File: src/hdl/waf_pkg.sv
`default_nettype none

package waf_pkg;

   // longest word the length counter follows before it saturates
   localparam int MAX_WORD_LEN = 1024;
   localparam int LEN_CNT_W    = $clog2(MAX_WORD_LEN + 1);

   localparam int CFG_LEN_W    = 11;
   localparam int WORD_LEN_W   = 11;
   localparam int DROP_CNT_W   = 16;
   localparam int VERDICT_W    = 3;
   localparam int CHAR_W       = 8;
   localparam int CSR_INDEX_W  = 4;
   localparam int CSR_DATA_W   = 64;
   localparam int TABLE_BITS   = 256;
   localparam int CMP_W        = (LEN_CNT_W > CFG_LEN_W) ? LEN_CNT_W : CFG_LEN_W;

   // bit 5 of a character: clear for capitals, forced on to look up the table
   localparam logic [CHAR_W-1:0] CASE_BIT = 8'h20;

   localparam logic [CFG_LEN_W-1:0] MIN_LENGTH_RST = 11'd3;
   localparam logic [CFG_LEN_W-1:0] MAX_LENGTH_RST = 11'd100;

   // register indexes
   localparam logic [CSR_INDEX_W-1:0] REG_MIN_LENGTH   = 4'd0;
   localparam logic [CSR_INDEX_W-1:0] REG_MAX_LENGTH   = 4'd1;
   localparam logic [CSR_INDEX_W-1:0] REG_ALLOW_NAMES  = 4'd2;
   localparam logic [CSR_INDEX_W-1:0] REG_ALLOW_ABBREV = 4'd3;
   localparam logic [CSR_INDEX_W-1:0] REG_LETTERS_OK_0 = 4'd4;
   localparam logic [CSR_INDEX_W-1:0] REG_LETTERS_OK_1 = 4'd5;
   localparam logic [CSR_INDEX_W-1:0] REG_LETTERS_OK_2 = 4'd6;
   localparam logic [CSR_INDEX_W-1:0] REG_LETTERS_OK_3 = 4'd7;

   // verdict codes
   localparam logic [VERDICT_W-1:0] VERDICT_KEPT      = 3'd0;
   localparam logic [VERDICT_W-1:0] VERDICT_TOO_SHORT = 3'd1;
   localparam logic [VERDICT_W-1:0] VERDICT_TOO_LONG  = 3'd2;
   localparam logic [VERDICT_W-1:0] VERDICT_ABBREV    = 3'd3;
   localparam logic [VERDICT_W-1:0] VERDICT_NAME      = 3'd4;
   localparam logic [VERDICT_W-1:0] VERDICT_BAD_CHAR  = 3'd5;

   // action codes
   localparam logic ACTION_CHAR = 1'b0;
   localparam logic ACTION_END  = 1'b1;

   typedef struct packed {
      logic              action;
      logic [CHAR_W-1:0] char_code;
   } req_type;

   typedef struct packed {
      logic [VERDICT_W-1:0]  verdict;
      logic [WORD_LEN_W-1:0] word_length;
      logic [DROP_CNT_W-1:0] short_drops;
      logic [DROP_CNT_W-1:0] long_drops;
   } rsp_type;

endpackage

`default_nettype wire

File: src/hdl/word_admission_filter_unit.sv
`default_nettype none

// Channel  Direction  Handshake              Payload
// req      in         req_valid / req_ready  req_data  (action, char_code)
// rsp      out        rsp_valid / rsp_ready  rsp_data  (verdict, length, drop counts)
// csr      in         csr_we, no wait        csr_index, csr_wdata
//
// One transaction per cycle on req, unless an end-of-word waits on a stalled
// result. A transaction enters the input register; an end-of-word then lands
// in the result register, which drives rsp. Character transactions give no
// result. A stalled result only holds back the next end-of-word in the input
// register; characters keep flowing past it. Reset is synchronous and brings
// back the register defaults, cleared counters and an empty word.

module word_admission_filter_unit (
   input  wire logic                       clock,
   input  wire logic                       reset,
   input  wire logic                       req_valid,
   output      logic                       req_ready,
   input  wire waf_pkg::req_type           req_data,
   output      logic                       rsp_valid,
   input  wire logic                       rsp_ready,
   output      waf_pkg::rsp_type           rsp_data,
   input  wire logic                       csr_we,
   input  wire logic [waf_pkg::CSR_INDEX_W-1:0] csr_index,
   input  wire logic [waf_pkg::CSR_DATA_W-1:0]  csr_wdata
);
   import waf_pkg::*;

   // configuration registers
   logic [CFG_LEN_W-1:0]  min_length_ff;
   logic [CFG_LEN_W-1:0]  max_length_ff;
   logic                  allow_names_ff;
   logic                  allow_abbrev_ff;
   logic [TABLE_BITS-1:0] letters_ok_ff;

   // input stage
   logic    in_valid_ff, in_valid_in;
   req_type in_item_ff;

   // word state
   logic [LEN_CNT_W-1:0]  length_count_ff, length_count_in;
   logic                  all_capital_ff, all_capital_in;
   logic                  first_capital_ff, first_capital_in;
   logic                  all_allowed_ff, all_allowed_in;
   logic [DROP_CNT_W-1:0] short_total_ff, short_total_in;
   logic [DROP_CNT_W-1:0] long_total_ff, long_total_in;

   // result stage
   logic    rsp_valid_ff, rsp_valid_in;
   rsp_type rsp_data_ff, rsp_data_in;

   logic                  advance;
   logic                  is_end;
   logic                  capital;
   logic                  allowed;
   logic [CHAR_W-1:0]     lookup_code;
   logic [CMP_W-1:0]      len_ext;
   logic                  too_short;
   logic                  too_long;
   logic [VERDICT_W-1:0]  verdict;

   //--------------------------------------------------------------------------
   // configuration writes; indexes past the list fall into the default arm
   always_ff @(posedge clock) begin
      if (reset) begin
         min_length_ff   <= MIN_LENGTH_RST;
         max_length_ff   <= MAX_LENGTH_RST;
         allow_names_ff  <= 1'b1;
         allow_abbrev_ff <= 1'b0;
         letters_ok_ff   <= '0;
      end else if (csr_we) begin
         case (csr_index)
            REG_MIN_LENGTH:   min_length_ff   <= csr_wdata[CFG_LEN_W-1:0];
            REG_MAX_LENGTH:   max_length_ff   <= csr_wdata[CFG_LEN_W-1:0];
            REG_ALLOW_NAMES:  allow_names_ff  <= csr_wdata[0];
            REG_ALLOW_ABBREV: allow_abbrev_ff <= csr_wdata[0];
            REG_LETTERS_OK_0: letters_ok_ff[0*CSR_DATA_W +: CSR_DATA_W] <= csr_wdata;
            REG_LETTERS_OK_1: letters_ok_ff[1*CSR_DATA_W +: CSR_DATA_W] <= csr_wdata;
            REG_LETTERS_OK_2: letters_ok_ff[2*CSR_DATA_W +: CSR_DATA_W] <= csr_wdata;
            REG_LETTERS_OK_3: letters_ok_ff[3*CSR_DATA_W +: CSR_DATA_W] <= csr_wdata;
            default: begin
            end
         endcase
      end
   end

   //--------------------------------------------------------------------------
   // handshake: the input stage moves on unless it holds an end-of-word and
   // the result register is still full
   assign is_end    = (in_item_ff.action == ACTION_END);
   assign advance   = in_valid_ff && (!is_end || !rsp_valid_ff || rsp_ready);
   assign req_ready = !in_valid_ff || advance;

   always_comb begin
      in_valid_in = in_valid_ff;
      if (req_ready) begin
         in_valid_in = req_valid;
      end
   end

   always_ff @(posedge clock) begin
      if (reset) begin
         in_valid_ff <= 1'b0;
      end else begin
         in_valid_ff <= in_valid_in;
      end
   end

   always_ff @(posedge clock) begin
      if (req_valid && req_ready) begin
         in_item_ff <= req_data;
      end
   end

   //--------------------------------------------------------------------------
   // per-character tests and end-of-word verdict
   assign capital     = (in_item_ff.char_code & CASE_BIT) == '0;
   assign lookup_code = in_item_ff.char_code | CASE_BIT;
   assign allowed     = letters_ok_ff[lookup_code];

   assign len_ext   = CMP_W'(length_count_ff);
   assign too_short = len_ext < CMP_W'(min_length_ff);
   assign too_long  = len_ext > CMP_W'(max_length_ff);

   always_comb begin
      if (too_short) begin
         verdict = VERDICT_TOO_SHORT;
      end else if (too_long) begin
         verdict = VERDICT_TOO_LONG;
      end else if (!allow_abbrev_ff && all_capital_ff) begin
         verdict = VERDICT_ABBREV;
      end else if (!allow_names_ff && first_capital_ff) begin
         verdict = VERDICT_NAME;
      end else if (!all_allowed_ff) begin
         verdict = VERDICT_BAD_CHAR;
      end else begin
         verdict = VERDICT_KEPT;
      end
   end

   always_comb begin
      length_count_in  = length_count_ff;
      all_capital_in   = all_capital_ff;
      first_capital_in = first_capital_ff;
      all_allowed_in   = all_allowed_ff;
      short_total_in   = short_total_ff;
      long_total_in    = long_total_ff;
      if (advance) begin
         if (!is_end) begin
            if (length_count_ff == '0) begin
               first_capital_in = capital;
            end
            if (!capital) begin
               all_capital_in = 1'b0;
            end
            if (!allowed) begin
               all_allowed_in = 1'b0;
            end
            if (length_count_ff < LEN_CNT_W'(MAX_WORD_LEN)) begin
               length_count_in = length_count_ff + 1'b1;
            end
         end else begin
            // counters stick at full scale
            if (too_short) begin
               if (short_total_ff != '1) begin
                  short_total_in = short_total_ff + 1'b1;
               end
            end else if (too_long) begin
               if (long_total_ff != '1) begin
                  long_total_in = long_total_ff + 1'b1;
               end
            end
            length_count_in  = '0;
            all_capital_in   = 1'b1;
            first_capital_in = 1'b0;
            all_allowed_in   = 1'b1;
         end
      end
   end

   always_ff @(posedge clock) begin
      if (reset) begin
         length_count_ff  <= '0;
         all_capital_ff   <= 1'b1;
         first_capital_ff <= 1'b0;
         all_allowed_ff   <= 1'b1;
         short_total_ff   <= '0;
         long_total_ff    <= '0;
      end else begin
         length_count_ff  <= length_count_in;
         all_capital_ff   <= all_capital_in;
         first_capital_ff <= first_capital_in;
         all_allowed_ff   <= all_allowed_in;
         short_total_ff   <= short_total_in;
         long_total_ff    <= long_total_in;
      end
   end

   //--------------------------------------------------------------------------
   // result register; drop counts include the word being closed
   always_comb begin
      rsp_data_in.verdict     = verdict;
      rsp_data_in.word_length = len_ext[WORD_LEN_W-1:0];
      rsp_data_in.short_drops = short_total_in;
      rsp_data_in.long_drops  = long_total_in;
   end

   always_comb begin
      rsp_valid_in = rsp_valid_ff && !rsp_ready;
      if (advance && is_end) begin
         rsp_valid_in = 1'b1;
      end
   end

   always_ff @(posedge clock) begin
      if (reset) begin
         rsp_valid_ff <= 1'b0;
      end else begin
         rsp_valid_ff <= rsp_valid_in;
      end
   end

   always_ff @(posedge clock) begin
      if (advance && is_end) begin
         rsp_data_ff <= rsp_data_in;
      end
   end

   assign rsp_valid = rsp_valid_ff;
   assign rsp_data  = rsp_data_ff;

   //--------------------------------------------------------------------------
   // checks

   // an end-of-word leaves an empty word behind
   assert property (@(posedge clock) disable iff (reset)
      advance && is_end |=> length_count_ff == '0 && all_capital_ff && all_allowed_ff)
      else $error("word state not cleared after end of word");

   // a character always leaves a nonzero length
   assert property (@(posedge clock) disable iff (reset)
      advance && !is_end |=> length_count_ff != '0)
      else $error("length did not count a character");

   // length saturates at the maximum
   assert property (@(posedge clock) disable iff (reset)
      length_count_ff <= LEN_CNT_W'(MAX_WORD_LEN))
      else $error("length count beyond maximum");

   // drop counters never go backwards
   assert property (@(posedge clock) disable iff (reset)
      !$past(reset) |-> short_total_ff >= $past(short_total_ff)
                        && long_total_ff >= $past(long_total_ff))
      else $error("drop counter decreased");

   // an end-of-word never overwrites a result that was not taken
   assert property (@(posedge clock) disable iff (reset)
      advance && is_end |-> !rsp_valid_ff || rsp_ready)
      else $error("result overwritten");

endmodule

`default_nettype wire

File: config.mk
export PLATFORM = sky130hd
export DESIGN_NAME = word_admission_filter_unit
export DESIGN_NICKNAME = d
export VERILOG_FILES = /design/src/hdl/waf_pkg.sv /design/src/hdl/word_admission_filter_unit.sv
export SDC_FILE = /design/constraint.sdc
export NUM_CORES = 1
export LEC_CHECK = 0
export ABC_AREA = 1
export BUFFER_PORTS_ARGS = -buffer_cell sky130_fd_sc_hd__buf_2
export CORE_ASPECT_RATIO = 0.6
export CORE_MARGIN = 1
export CORE_UTILIZATION = 40
export DETAILED_ROUTE_END_ITERATION = 10
export RECOVER_POWER = 50
export SETUP_SLACK_MARGIN = 0.4
export SYNTH_ARGS = -nofsm -noshare
export SYNTH_HDL_FRONTEND = slang
export SYNTH_SLANG_ARGS = --single-unit
File: constraint.sdc
create_clock -name clock -period 3.4 [get_ports clock]
set_input_delay 0.68 -clock clock [delete_from_list [all_inputs] [get_ports clock]]
set_output_delay 0.68 -clock clock [all_outputs]
set_load 0.05 [all_outputs]
==> impl_results.md, run 1 <==
* Pre-antenna DRT Iters at 5
* Cell Area, Synth at 11,200 um2
* Met3 wire length at 1420 um
* Routed met1 length at 15,900 um
* Post-CTS setup buffer count at 0
* Cts repair resizes at 0
* Largest area contributor in the netlist: dfxtp_1
* Clock root buffer: clkbuf_16
* Crit end category: register
* Die X at 218 um
* Setup TNS at 0 ns
* Synth Flop Type: dfxtp_1
* Mapped Cells at 1,498
* Maxcap violations at 0
* Share of the synthesized area in the top cell type at 35.6%
* Post-synth EDFFs at 55
* Slew HR at 4.26%
* Hold Crit Class: primary input to register
* Post-synthesis register bit count at 255
* Final Cell Area at 13,000 um2
* Final Slew Violations at 0
* Routed vias/inst at 5.02
* CP Data Required Time at about 3.7 ns
* Number of global-route vias before repair at 9,439
* Placed Area at 12,100 um2
* Total wire length at 30,100 um
* IO Pins at 130
* Cts hold-fix bufs at 0
* Layout cell share with drive strength beyond 1 at 11.4%
* Initial DRC Count at 701
* Grt total ovfl at 0
* VDD IR max at 355 uV
* Layout area overhead at 15.9%
* Largest net degree at the start of global routing at 80
* Port bufs at 108
* Dpl cells at 1,919
* Final-report hold violation count at 0
* Final Cycle Share at 74.9%
* Final Non-Filler Cells at a little under 2,000
* Status: complete, no violations
* Highest metal used: met4
* Final antenna-violating net count at 0
* Final core occ at approximately 47%
* First-pass GRT wire length at around 49,000 um
* Core Area at between 20,000 and 30,000 um2
* Die area at 28,800 um2
* Detailed Place HPWL at slightly below 20,000 um
* Final count of negative-setup-slack endpoints at 0
* Initial Util at 40.8%
* Most frequent cells after synthesis: 317 x nor2_1, 271 x nand2_1, 200 x dfxtp_1, 172 x o21ai_0, 142 x nand3_1
* CTS buffer count at 26
* Core Rows at 47
* Initial antenna violation count at 1
* DRC violations left at 0
* Leakage at between 5 and 6 nW
* Clock Path Buffers at 3
* Die height at 132 um
* Worst-path clk slew at 0.06 ns
* Tightest Pin Transition at 1.44 ns
* RSZ-0062 raised after global routing: no
* Ranking of synthesized cells by area: dfxtp_1 36%, edfxtp_1 15%, nor2_1 11%
* Met2 WL at 12,300 um
* Setup crit start kind: register
* Top-count cell post-synth: nor2_1
* Critical Path AT at 2.84 ns
* Vias at around 9,900
* Async SR Flop Fraction at 0%
* Clock Latency Late Sink at about 0.55 ns
* Clk sinks at around 260
* GRT Resource Usage Total at 21.2%
* PwrDens at 514 nW/um2
* Fmax at 393 MHz
* CTS tree: built
* Fillers at 2,722
* Minimum clock period at 2.55 ns
* Synth cell types at 37
* Synth warn at 0
* Seq/Total Area, Yosys at 50.3%
* Post-synthesis average cell area at around 7.5 um2
* Nets@finish at 1,687
* Post-synth net total at 1,605
* Routed wire per std cell at 15.3 um
* Crit Path Max Fanout at 8
* Worst Clk Skew at 0.0232 ns
* Htree depth at 1
* Gpl congestion at 0.843
* Worst Setup Path Type: register to register
## cells by family after synthesis
group                    count (synthesis)  share of synthesized area (%)
flip-flops                             255                           50.3
XOR/XNOR                                10                          0.779
AND/OR/NAND/NOR                        779                           28.8
buffers and inverters                  200                           6.83
AO/OA/AOI/OAI                          229                           10.6
adder cells (fa/ha/maj)                 25                           2.78
## layer usage
metal	vias up	GRT usage, %
li1	5041	-
met1	4562	32.4
met2	227	31.3
met3	35	3.39
met4	0	4.27
met5	-	0
## critical path, cell delays in order, from the launching register on
cell and delay, ns:
dfxtp_1 0.48, ha_1 0.31, a21oi_1 0.15, nand2_1 0.10, nand4_1 0.10, nand3_2 0.21, nor2_4 0.31, nand2_2 0.18
inv_2 0.15, nand2_1 0.08, xor2_1 0.18, inv_1 0.06
## registers in the layout, indices dropped and copies added, names as in the netlist
signal and count:
all_capital_ff 1, max_length_ff 11, len_ext 11, rsp_valid 1, first_capital_ff 1, in_item_ff 8
letters_ok_ff 128, long_total_ff 16, allow_names_ff 1, rsp_data 46, all_allowed_ff 1, short_total_ff 16
in_valid_ff 1, allow_abbrev_ff 1, min_length_ff 11, is_end 1
## metrics by stage
stage	worst slack [ns]	hold slack [ns]	power, mW
after floorplan	0.712	0.427	3.50
after global placement	0.872	0.438	3.66
after detailed placement	0.851	0.444	3.67
after CTS	0.880	0.278	6.77
after global routing	0.607	0.284	6.95
final	0.855	0.305	6.70
## placed cells by master, fill, tap and decap left out, types with 2 or more instances in the layout
cell,n
nand3_1,142
clkbuf_1,10
o211ai_1,4
nand4_1,17
inv_2,4
nor2_2,6
nand3b_1,6
clkbuf_2,2
buf_2,104
nor2_1,314
nor2_4,2
ha_1,25
edfxtp_1,55
xor2_1,8
nor3_1,13
buf_4,16
xnor2_1,2
clkbuf_8,8
o21ai_0,172
a21oi_1,46
clkbuf_16,29
dfxtp_1,200
bufinv_16,2
nand2_1,272
inv_1,121
## final cells by class
class                   count  area, um2  share of cell area [%]
flip-flops and latches    255       5660                    43.4
repair buffers            126        666                    5.11
diodes                      1       2.50                  0.0192
multi-input cells        1043       4830                    37.0
inverters                 128        485                    3.72
clock inverters             4       81.3                   0.624
clock buffers              43        858                    6.58
well taps                 367        459                    3.52
## worst paths after layout
path	from	to	slack, ns	depth (start not counted)
min	req_data[0]	in_item_ff[0]	0.31	1
max reg2reg	len_ext[2]	rsp_data[25]	0.85	11
min reg2reg	allow_abbrev_ff	allow_abbrev_ff	0.46	2
max	len_ext[2]	rsp_data[25]	0.85	11
## where the power goes
part           total, mW  internal, mW  switching [mW]
clock network       3.10          1.87            1.23
registers           3.18          3.15          0.0299
logic              0.424         0.119           0.305
total               6.70          5.14            1.56
No activity file was read; power rests on OpenSTA's default activity.
==> run 2: changes to the inputs <==
==> constraint.sdc (replaced) <==
create_clock -name clock -period 2.3 [get_ports clock]
set_input_delay 0.46 -clock clock [delete_from_list [all_inputs] [get_ports clock]]
set_output_delay 0.46 -clock clock [all_outputs]
set_load 0.05 [all_outputs]
==> impl_results.md, run 2 (synthesized netlist as in run 1, its figures left out) <==
* GR Util met2 at a little under a third
* Final antenna-violating net count at 0
* CP max stage cell: dfxtp_1
* CTS buffer count at 25
* Failing checks: capacitance limit
* Port bufs at 108
* Capturing point of the worst reg2reg path: rsp_data[5]
* Pre-antenna DRT Iters at 7
* Die area at ~29,000 um2
* Gpl congestion at 0.879
* Slew HR at 0.545%
* PwrDens at about 670 nW/um2
* Final hold slack at 0.104 ns
* Worst Clk Skew at 0.00446 ns
* Largest register FFs at 128
* Ant. Diodes at 0
* Vias at 10,115
* Layout area overhead at 25.1%
* CP endpoint: rsp_data[5]
* Critical path cell sequence: ha_1, nand2_2, nor3_2, nand4_1, nand3_2, nor2_4, buf_12, nand2_1, xor2_2, inv_1
* Most frequent cells in the layout: 307 x nor2_1, 248 x nand2_1, 182 x dfxtp_1
* CP Data Required Time at 2.59 ns
* Die height at 132 um
* Critical Path AT at 2.48 ns
* Crit end category: register
* Hold Crit Class: primary input to register
* DRC violations left at 0
* Worst Setup Path Type: register to register
* Setup crit start kind: register
* Layout cell share with drive strength beyond 1 at 21.9%
* Fmax at 456 MHz
* Reg2reg start: len_ext[6]
* CP startpoint: len_ext[6]
* Crit Path Max Fanout at 6
* Tightest Pin Transition at around 1.5 ns
* Reg2reg path depth at 10
* Top Usage Layer GRT: met1
* Routed vias/inst at 5.01
* VDD IR max at 494 uV
* Total wire length at 31,600 um
* Met1 GRT Util at 33.7%
* CP Depth at 10
* Met3 Usage GRT at 3.55%
* IO Pins at 130
* Final-report hold violation count at 0
* Nets@finish at 1,740
* Initial antenna violation count at 1
* Minimum clock period at roughly 2.2 ns
* Delay-heaviest family, CP: simple AND/OR/NAND/NOR gates
* Initial Util at between 40% and 50%
* Worst-path clk slew at 0.07 ns
* Status: finished with violations
* RSZ-0062 raised after global routing: yes
* Worst path max stage delay at 0.36 ns
* Largest Register: letters_ok_ff
* Htree depth at 1
* Final Slew Violations at 0
* Routed wire per std cell at 15.6 um
* Leakage at 6.20 nW
* Fillers at about 2,600
* Maxcap violations at 1
* Detailed Place HPWL at ~20,000 um
* GRT Resource Usage Total at 21.6%
* Number of global-route vias before repair at between 9,000 and 10,000
* Clock root buffer: clkbuf_16
* Initial DRC Count at 704
* Core Rows at 47
* Clk sinks at 255
* Die X at 218 um
* Buf/Inv on CP at 2
* Core Area at 27,600 um2
* Final Cell Area at about 14,000 um2
* Clock Path Buffers at 3
* Clock Latency Late Sink at 0.53 ns
* Final count of negative-setup-slack endpoints at 0
* CTS tree: built
* Final Cycle Share at a little over nine tenths
* Largest net degree at the start of global routing at a little under 90
* Placed Area at approximately 12,000 um2
* First-pass GRT wire length at 49,900 um
* Setup TNS at 0 ns
* Grt total ovfl at 0
* Reg2reg setup slack at approximately 0.11 ns
* Commonest non-fill, non-tap cell in the layout: nor2_1
* Cts hold-fix bufs at 0
-- run 2: cell count changes in the layout (fill, tap and decap cells not counted), moves of 8 or more --
| cell | before | now |
|---|---|---|
| buf_4 | 16 | 46 |
| buf_6 | 0 | 13 |
| dfxtp_1 | 200 | 182 |
| dfxtp_2 | 0 | 14 |
| ha_1 | 25 | 10 |
| ha_4 | 0 | 13 |
| inv_1 | 121 | 103 |
| inv_2 | 4 | 21 |
| nand2_1 | 272 | 248 |
| nand2_2 | 1 | 18 |
| nand3_1 | 142 | 131 |
| nand3_2 | 1 | 10 |
| o21ai_0 | 172 | 159 |
| o21ai_2 | 0 | 8 |
-- run 2: cell type report --
type | instances | area (um2) | area share, %
clock inverter | 11 | 67.6 | 0.480
tap | 367 | 459 | 3.26
multi-input combinational | 1043 | 5380 | 38.2
inverter | 128 | 490 | 3.49
sequential | 255 | 5690 | 40.4
timing repair buffer | 180 | 1230 | 8.77
clock buffer | 34 | 754 | 5.36
-- run 2: what timing repair did --
action	in CTS	in global routing
setup buffers	24	8
pin swaps	44	35
hold endpoints to repair	0	0
cloned	1	0
gates resized for setup	114	52
endpoints found under the setup margin	68	72
-- run 2: routing by layer --
| layer | routed length (um) | share of wire [%] | vias up |
|---|---|---|---|
| li1 | - | - | 5118 |
| met1 | 16300 | 52 | 4724 |
| met2 | 13100 | 41 | 237 |
| met3 | 1710 | 5.4 | 34 |
| met4 | 449 | 1.4 | 2 |
| met5 | 17 | 0.054 | - |
-- run 2: power by group --
group	leakage [nW]	switching [mW]	internal, mW	total, mW
registers	2.18	0.0460	4.65	4.69
logic	3.60	0.476	0.223	0.698
clock network	0.416	1.79	2.31	4.10
total	6.20	2.31	7.18	9.49
-- run 2: how the worst min path moves through the flow --
| stage | cells after the start | endpoint | slack (ns) | start |
|---|---|---|---|---|
| 4_1_cts | 1 | in_item_ff[3] | 0.08 | req_data[3] |
| 6_report | 1 | in_item_ff[3] | 0.10 | req_data[3] |
| 2_1_floorplan | 2 | all_capital_ff | 0.43 | all_capital_ff |
| 3_5_place_dp | 2 | all_allowed_ff | 0.45 | all_allowed_ff |
| 3_3_place_gp | 2 | all_capital_ff | 0.44 | all_capital_ff |
| 5_1_grt | 1 | in_item_ff[4] | 0.08 | req_data[4] |
-- run 2: per-stage QoR --
stage	setup WS (ns)	total power [mW]	utilization, %	std cells
2_1_floorplan	0.0736	5.18	-	1498
3_3_place_gp	0.111	5.43	44.9	1940
3_5_place_dp	0.0750	5.44	44.9	1940
4_1_cts	0.131	9.58	50.3	2010
5_1_grt	0.0191	9.85	51.0	2018
6_report	0.106	9.49	51.0	2018
==> run 3: changes to the inputs <==
--- a/config.mk
+++ b/config.mk
@@ -7,12 +7,14 @@
 export LEC_CHECK = 0
 export ABC_AREA = 1
 export BUFFER_PORTS_ARGS = -buffer_cell sky130_fd_sc_hd__buf_2
+export CELL_PAD_IN_SITES_DETAIL_PLACEMENT = 0
+export CELL_PAD_IN_SITES_GLOBAL_PLACEMENT = 1
 export CORE_ASPECT_RATIO = 0.6
 export CORE_MARGIN = 1
-export CORE_UTILIZATION = 40
+export CORE_UTILIZATION = 39
 export DETAILED_ROUTE_END_ITERATION = 10
+export PLACE_DENSITY_LB_ADDON = 0.1
 export RECOVER_POWER = 50
-export SETUP_SLACK_MARGIN = 0.4
 export SYNTH_ARGS = -nofsm -noshare
 export SYNTH_HDL_FRONTEND = slang
 export SYNTH_SLANG_ARGS = --single-unit
==> impl_results.md, run 3 (synthesized netlist as in run 1, its figures left out) <==
* Status: complete, no violations
* Layout cell share with drive strength beyond 1 at 16.0%
* Die X at 221 um
* Reg2reg path depth at 14
* Final-report hold violation count at 0
* PwrDens at roughly 680 nW/um2
* CTS tree: built
* Total wire length at between 30,000 and 40,000 um
* Final core occ at 48.4%
* Initial Util at 40.3%
* Largest register FFs at 128
* GR Util met2 at between 30% and 40%
* Fillers at 2,847
* Clock root buffer: clkbuf_16
* WHS Endpoint: is_end
* Commonest non-fill, non-tap cell in the layout: nor2_1
* CTS buffer count at 25
* RSZ-0062 raised after global routing: yes
* Worst Clk Skew at around 0.011 ns
* Grt total ovfl at 0
* Critical Path AT at 2.55 ns
* CP startpoint: max_length_ff[9]
* Worst-path clk slew at 0.07 ns
* Port bufs at 108
* Final count of negative-setup-slack endpoints at 0
* Leakage at 5.96 nW
* Htree depth at 1
* Top Usage Layer GRT: met1
* Initial antenna violation count at 1
* Tightest Pin Transition at 0.482 ns
* Largest net degree at the start of global routing at 81
* VDD IR max at roughly 430 uV
* Number of global-route vias before repair at ~9,000
* Detailed Place HPWL at 21,000 um
* Routed wire per std cell at 16.3 um
* Nets@finish at 1,729
* Crit end category: register
* Pre-antenna DRT Iters at 5
* GRT Resource Usage Total at 21.9%
* Worst Setup Path Type: register to register
* Final Slew Violations at 0
* Hold Crit Class: primary input to register
* IO Pins at 130
* Slew HR at 67.9%
* Ant. Diodes at 0
* Vias at 9,900
* Setup crit start kind: register
* Maxcap violations at 0
* DRC violations left at 0
* Setup TNS at 0 ns
* Capturing point of the worst reg2reg path: rsp_data[11]
* Met3 Usage GRT at ~3.3%
* Largest Register: letters_ok_ff
* Final antenna-violating net count at 0
* Reg2reg start: max_length_ff[9]
* Core Area at approximately 28,000 um2
* Cts hold-fix bufs at 0
* Clock Path Buffers at 3
* Fmax at 439 MHz
* Crit Path Max Fanout at 6
* First-pass GRT wire length at 51,400 um
* Layout area overhead at 20.2%
* Die height at roughly 130 um
* Met1 GRT Util at 35.1%
* Worst min-delay path startpoint: req_data[8]
* CP Data Required Time at between 2 and 3 ns
* Routed vias/inst at 4.94
* Hold depth at 1
* Reg2reg setup slack at between 0.02 and 0.025 ns
* Clock Latency Late Sink at roughly 0.53 ns
* Core Rows at 47
* Most frequent cells in the layout: 310 x nor2_1, 262 x nand2_1, 192 x dfxtp_1
* Minimum clock period at roughly 2.3 ns
* Initial DRC Count at 816
* Gpl congestion at 0.843
* Clk sinks at 255
* Final Cycle Share at 99.0%
* Die area at 29,500 um2
-- run 3: per-layer routing --
layer	part of all wire [%]	vias up
met2	40	198
met5	0.034	-
li1	-	5118
met1	54	4555
met3	5.0	27
met4	1.1	2
-- run 3: per-stage QoR --
stage | cells | total power [mW] | hold WS (ns) | cell area (um2) | setup slack, ns
finish | 2006 | 9.15 | 0.106 | 13500 | 0.0220
global route | 2006 | 9.49 | 0.0900 | 13500 | -0.0962
CTS | 1993 | 9.22 | 0.0889 | 13200 | 0.0141
detailed placement | 1949 | 5.47 | 0.450 | 12400 | 0.0326
global placement | 1949 | 5.46 | 0.448 | 12400 | 0.0452
floorplan | 1498 | 5.18 | 0.427 | 11300 | 0.0179
-- run 3: area by class of cell --
class | count | area (um2) | share of cell area (%)
well taps | 367 | 459 | 3.40
flip-flops and latches | 255 | 5670 | 41.9
clock buffers | 36 | 677 | 5.01
repair buffers | 169 | 1110 | 8.19
clock inverters | 8 | 37.5 | 0.278
inverters | 128 | 488 | 3.61
multi-input cells | 1043 | 5090 | 37.6
-- run 3: repair_timing --
| action | in CTS | in global routing |
|---|---|---|
| buffers inserted | 0 | 13 |
| gates resized for setup | 1 | 71 |
| hold endpoints to repair | 0 | 0 |
| pin swaps | 0 | 23 |
| setup endpoints to repair | 1 | 45 |
-- run 3: power by group --
part	internal (mW)	switching (mW)	leakage (nW)	total [mW]
logic	0.205	0.474	3.44	0.680
clock network	2.04	1.73	0.345	3.77
registers	4.65	0.0452	2.17	4.70
total	6.89	2.25	5.96	9.15
-- run 3: critical path, stage by stage, from the launching register on --
cell	delay, ns
dfxtp_2	0.32
inv_2	0.04
ha_4	0.25
nand4_1	0.12
nor3_1	0.19
buf_4	0.16
nand4_1	0.10
buf_6	0.16
nand3_4	0.07
nor2_4	0.05
buf_12	0.13
buf_8	0.13
buf_6	0.11
nand4_1	0.11
nand2_1	0.07
-- run 3: worst max-delay path by stage --
stage,endpoint,cells after the start
2_1_floorplan,rsp_data[14],9
3_3_place_gp,rsp_data[12],12
3_5_place_dp,rsp_data[3],13
4_1_cts,rsp_data[8],13
5_1_grt,rsp_data[4],11
6_report,rsp_data[11],14
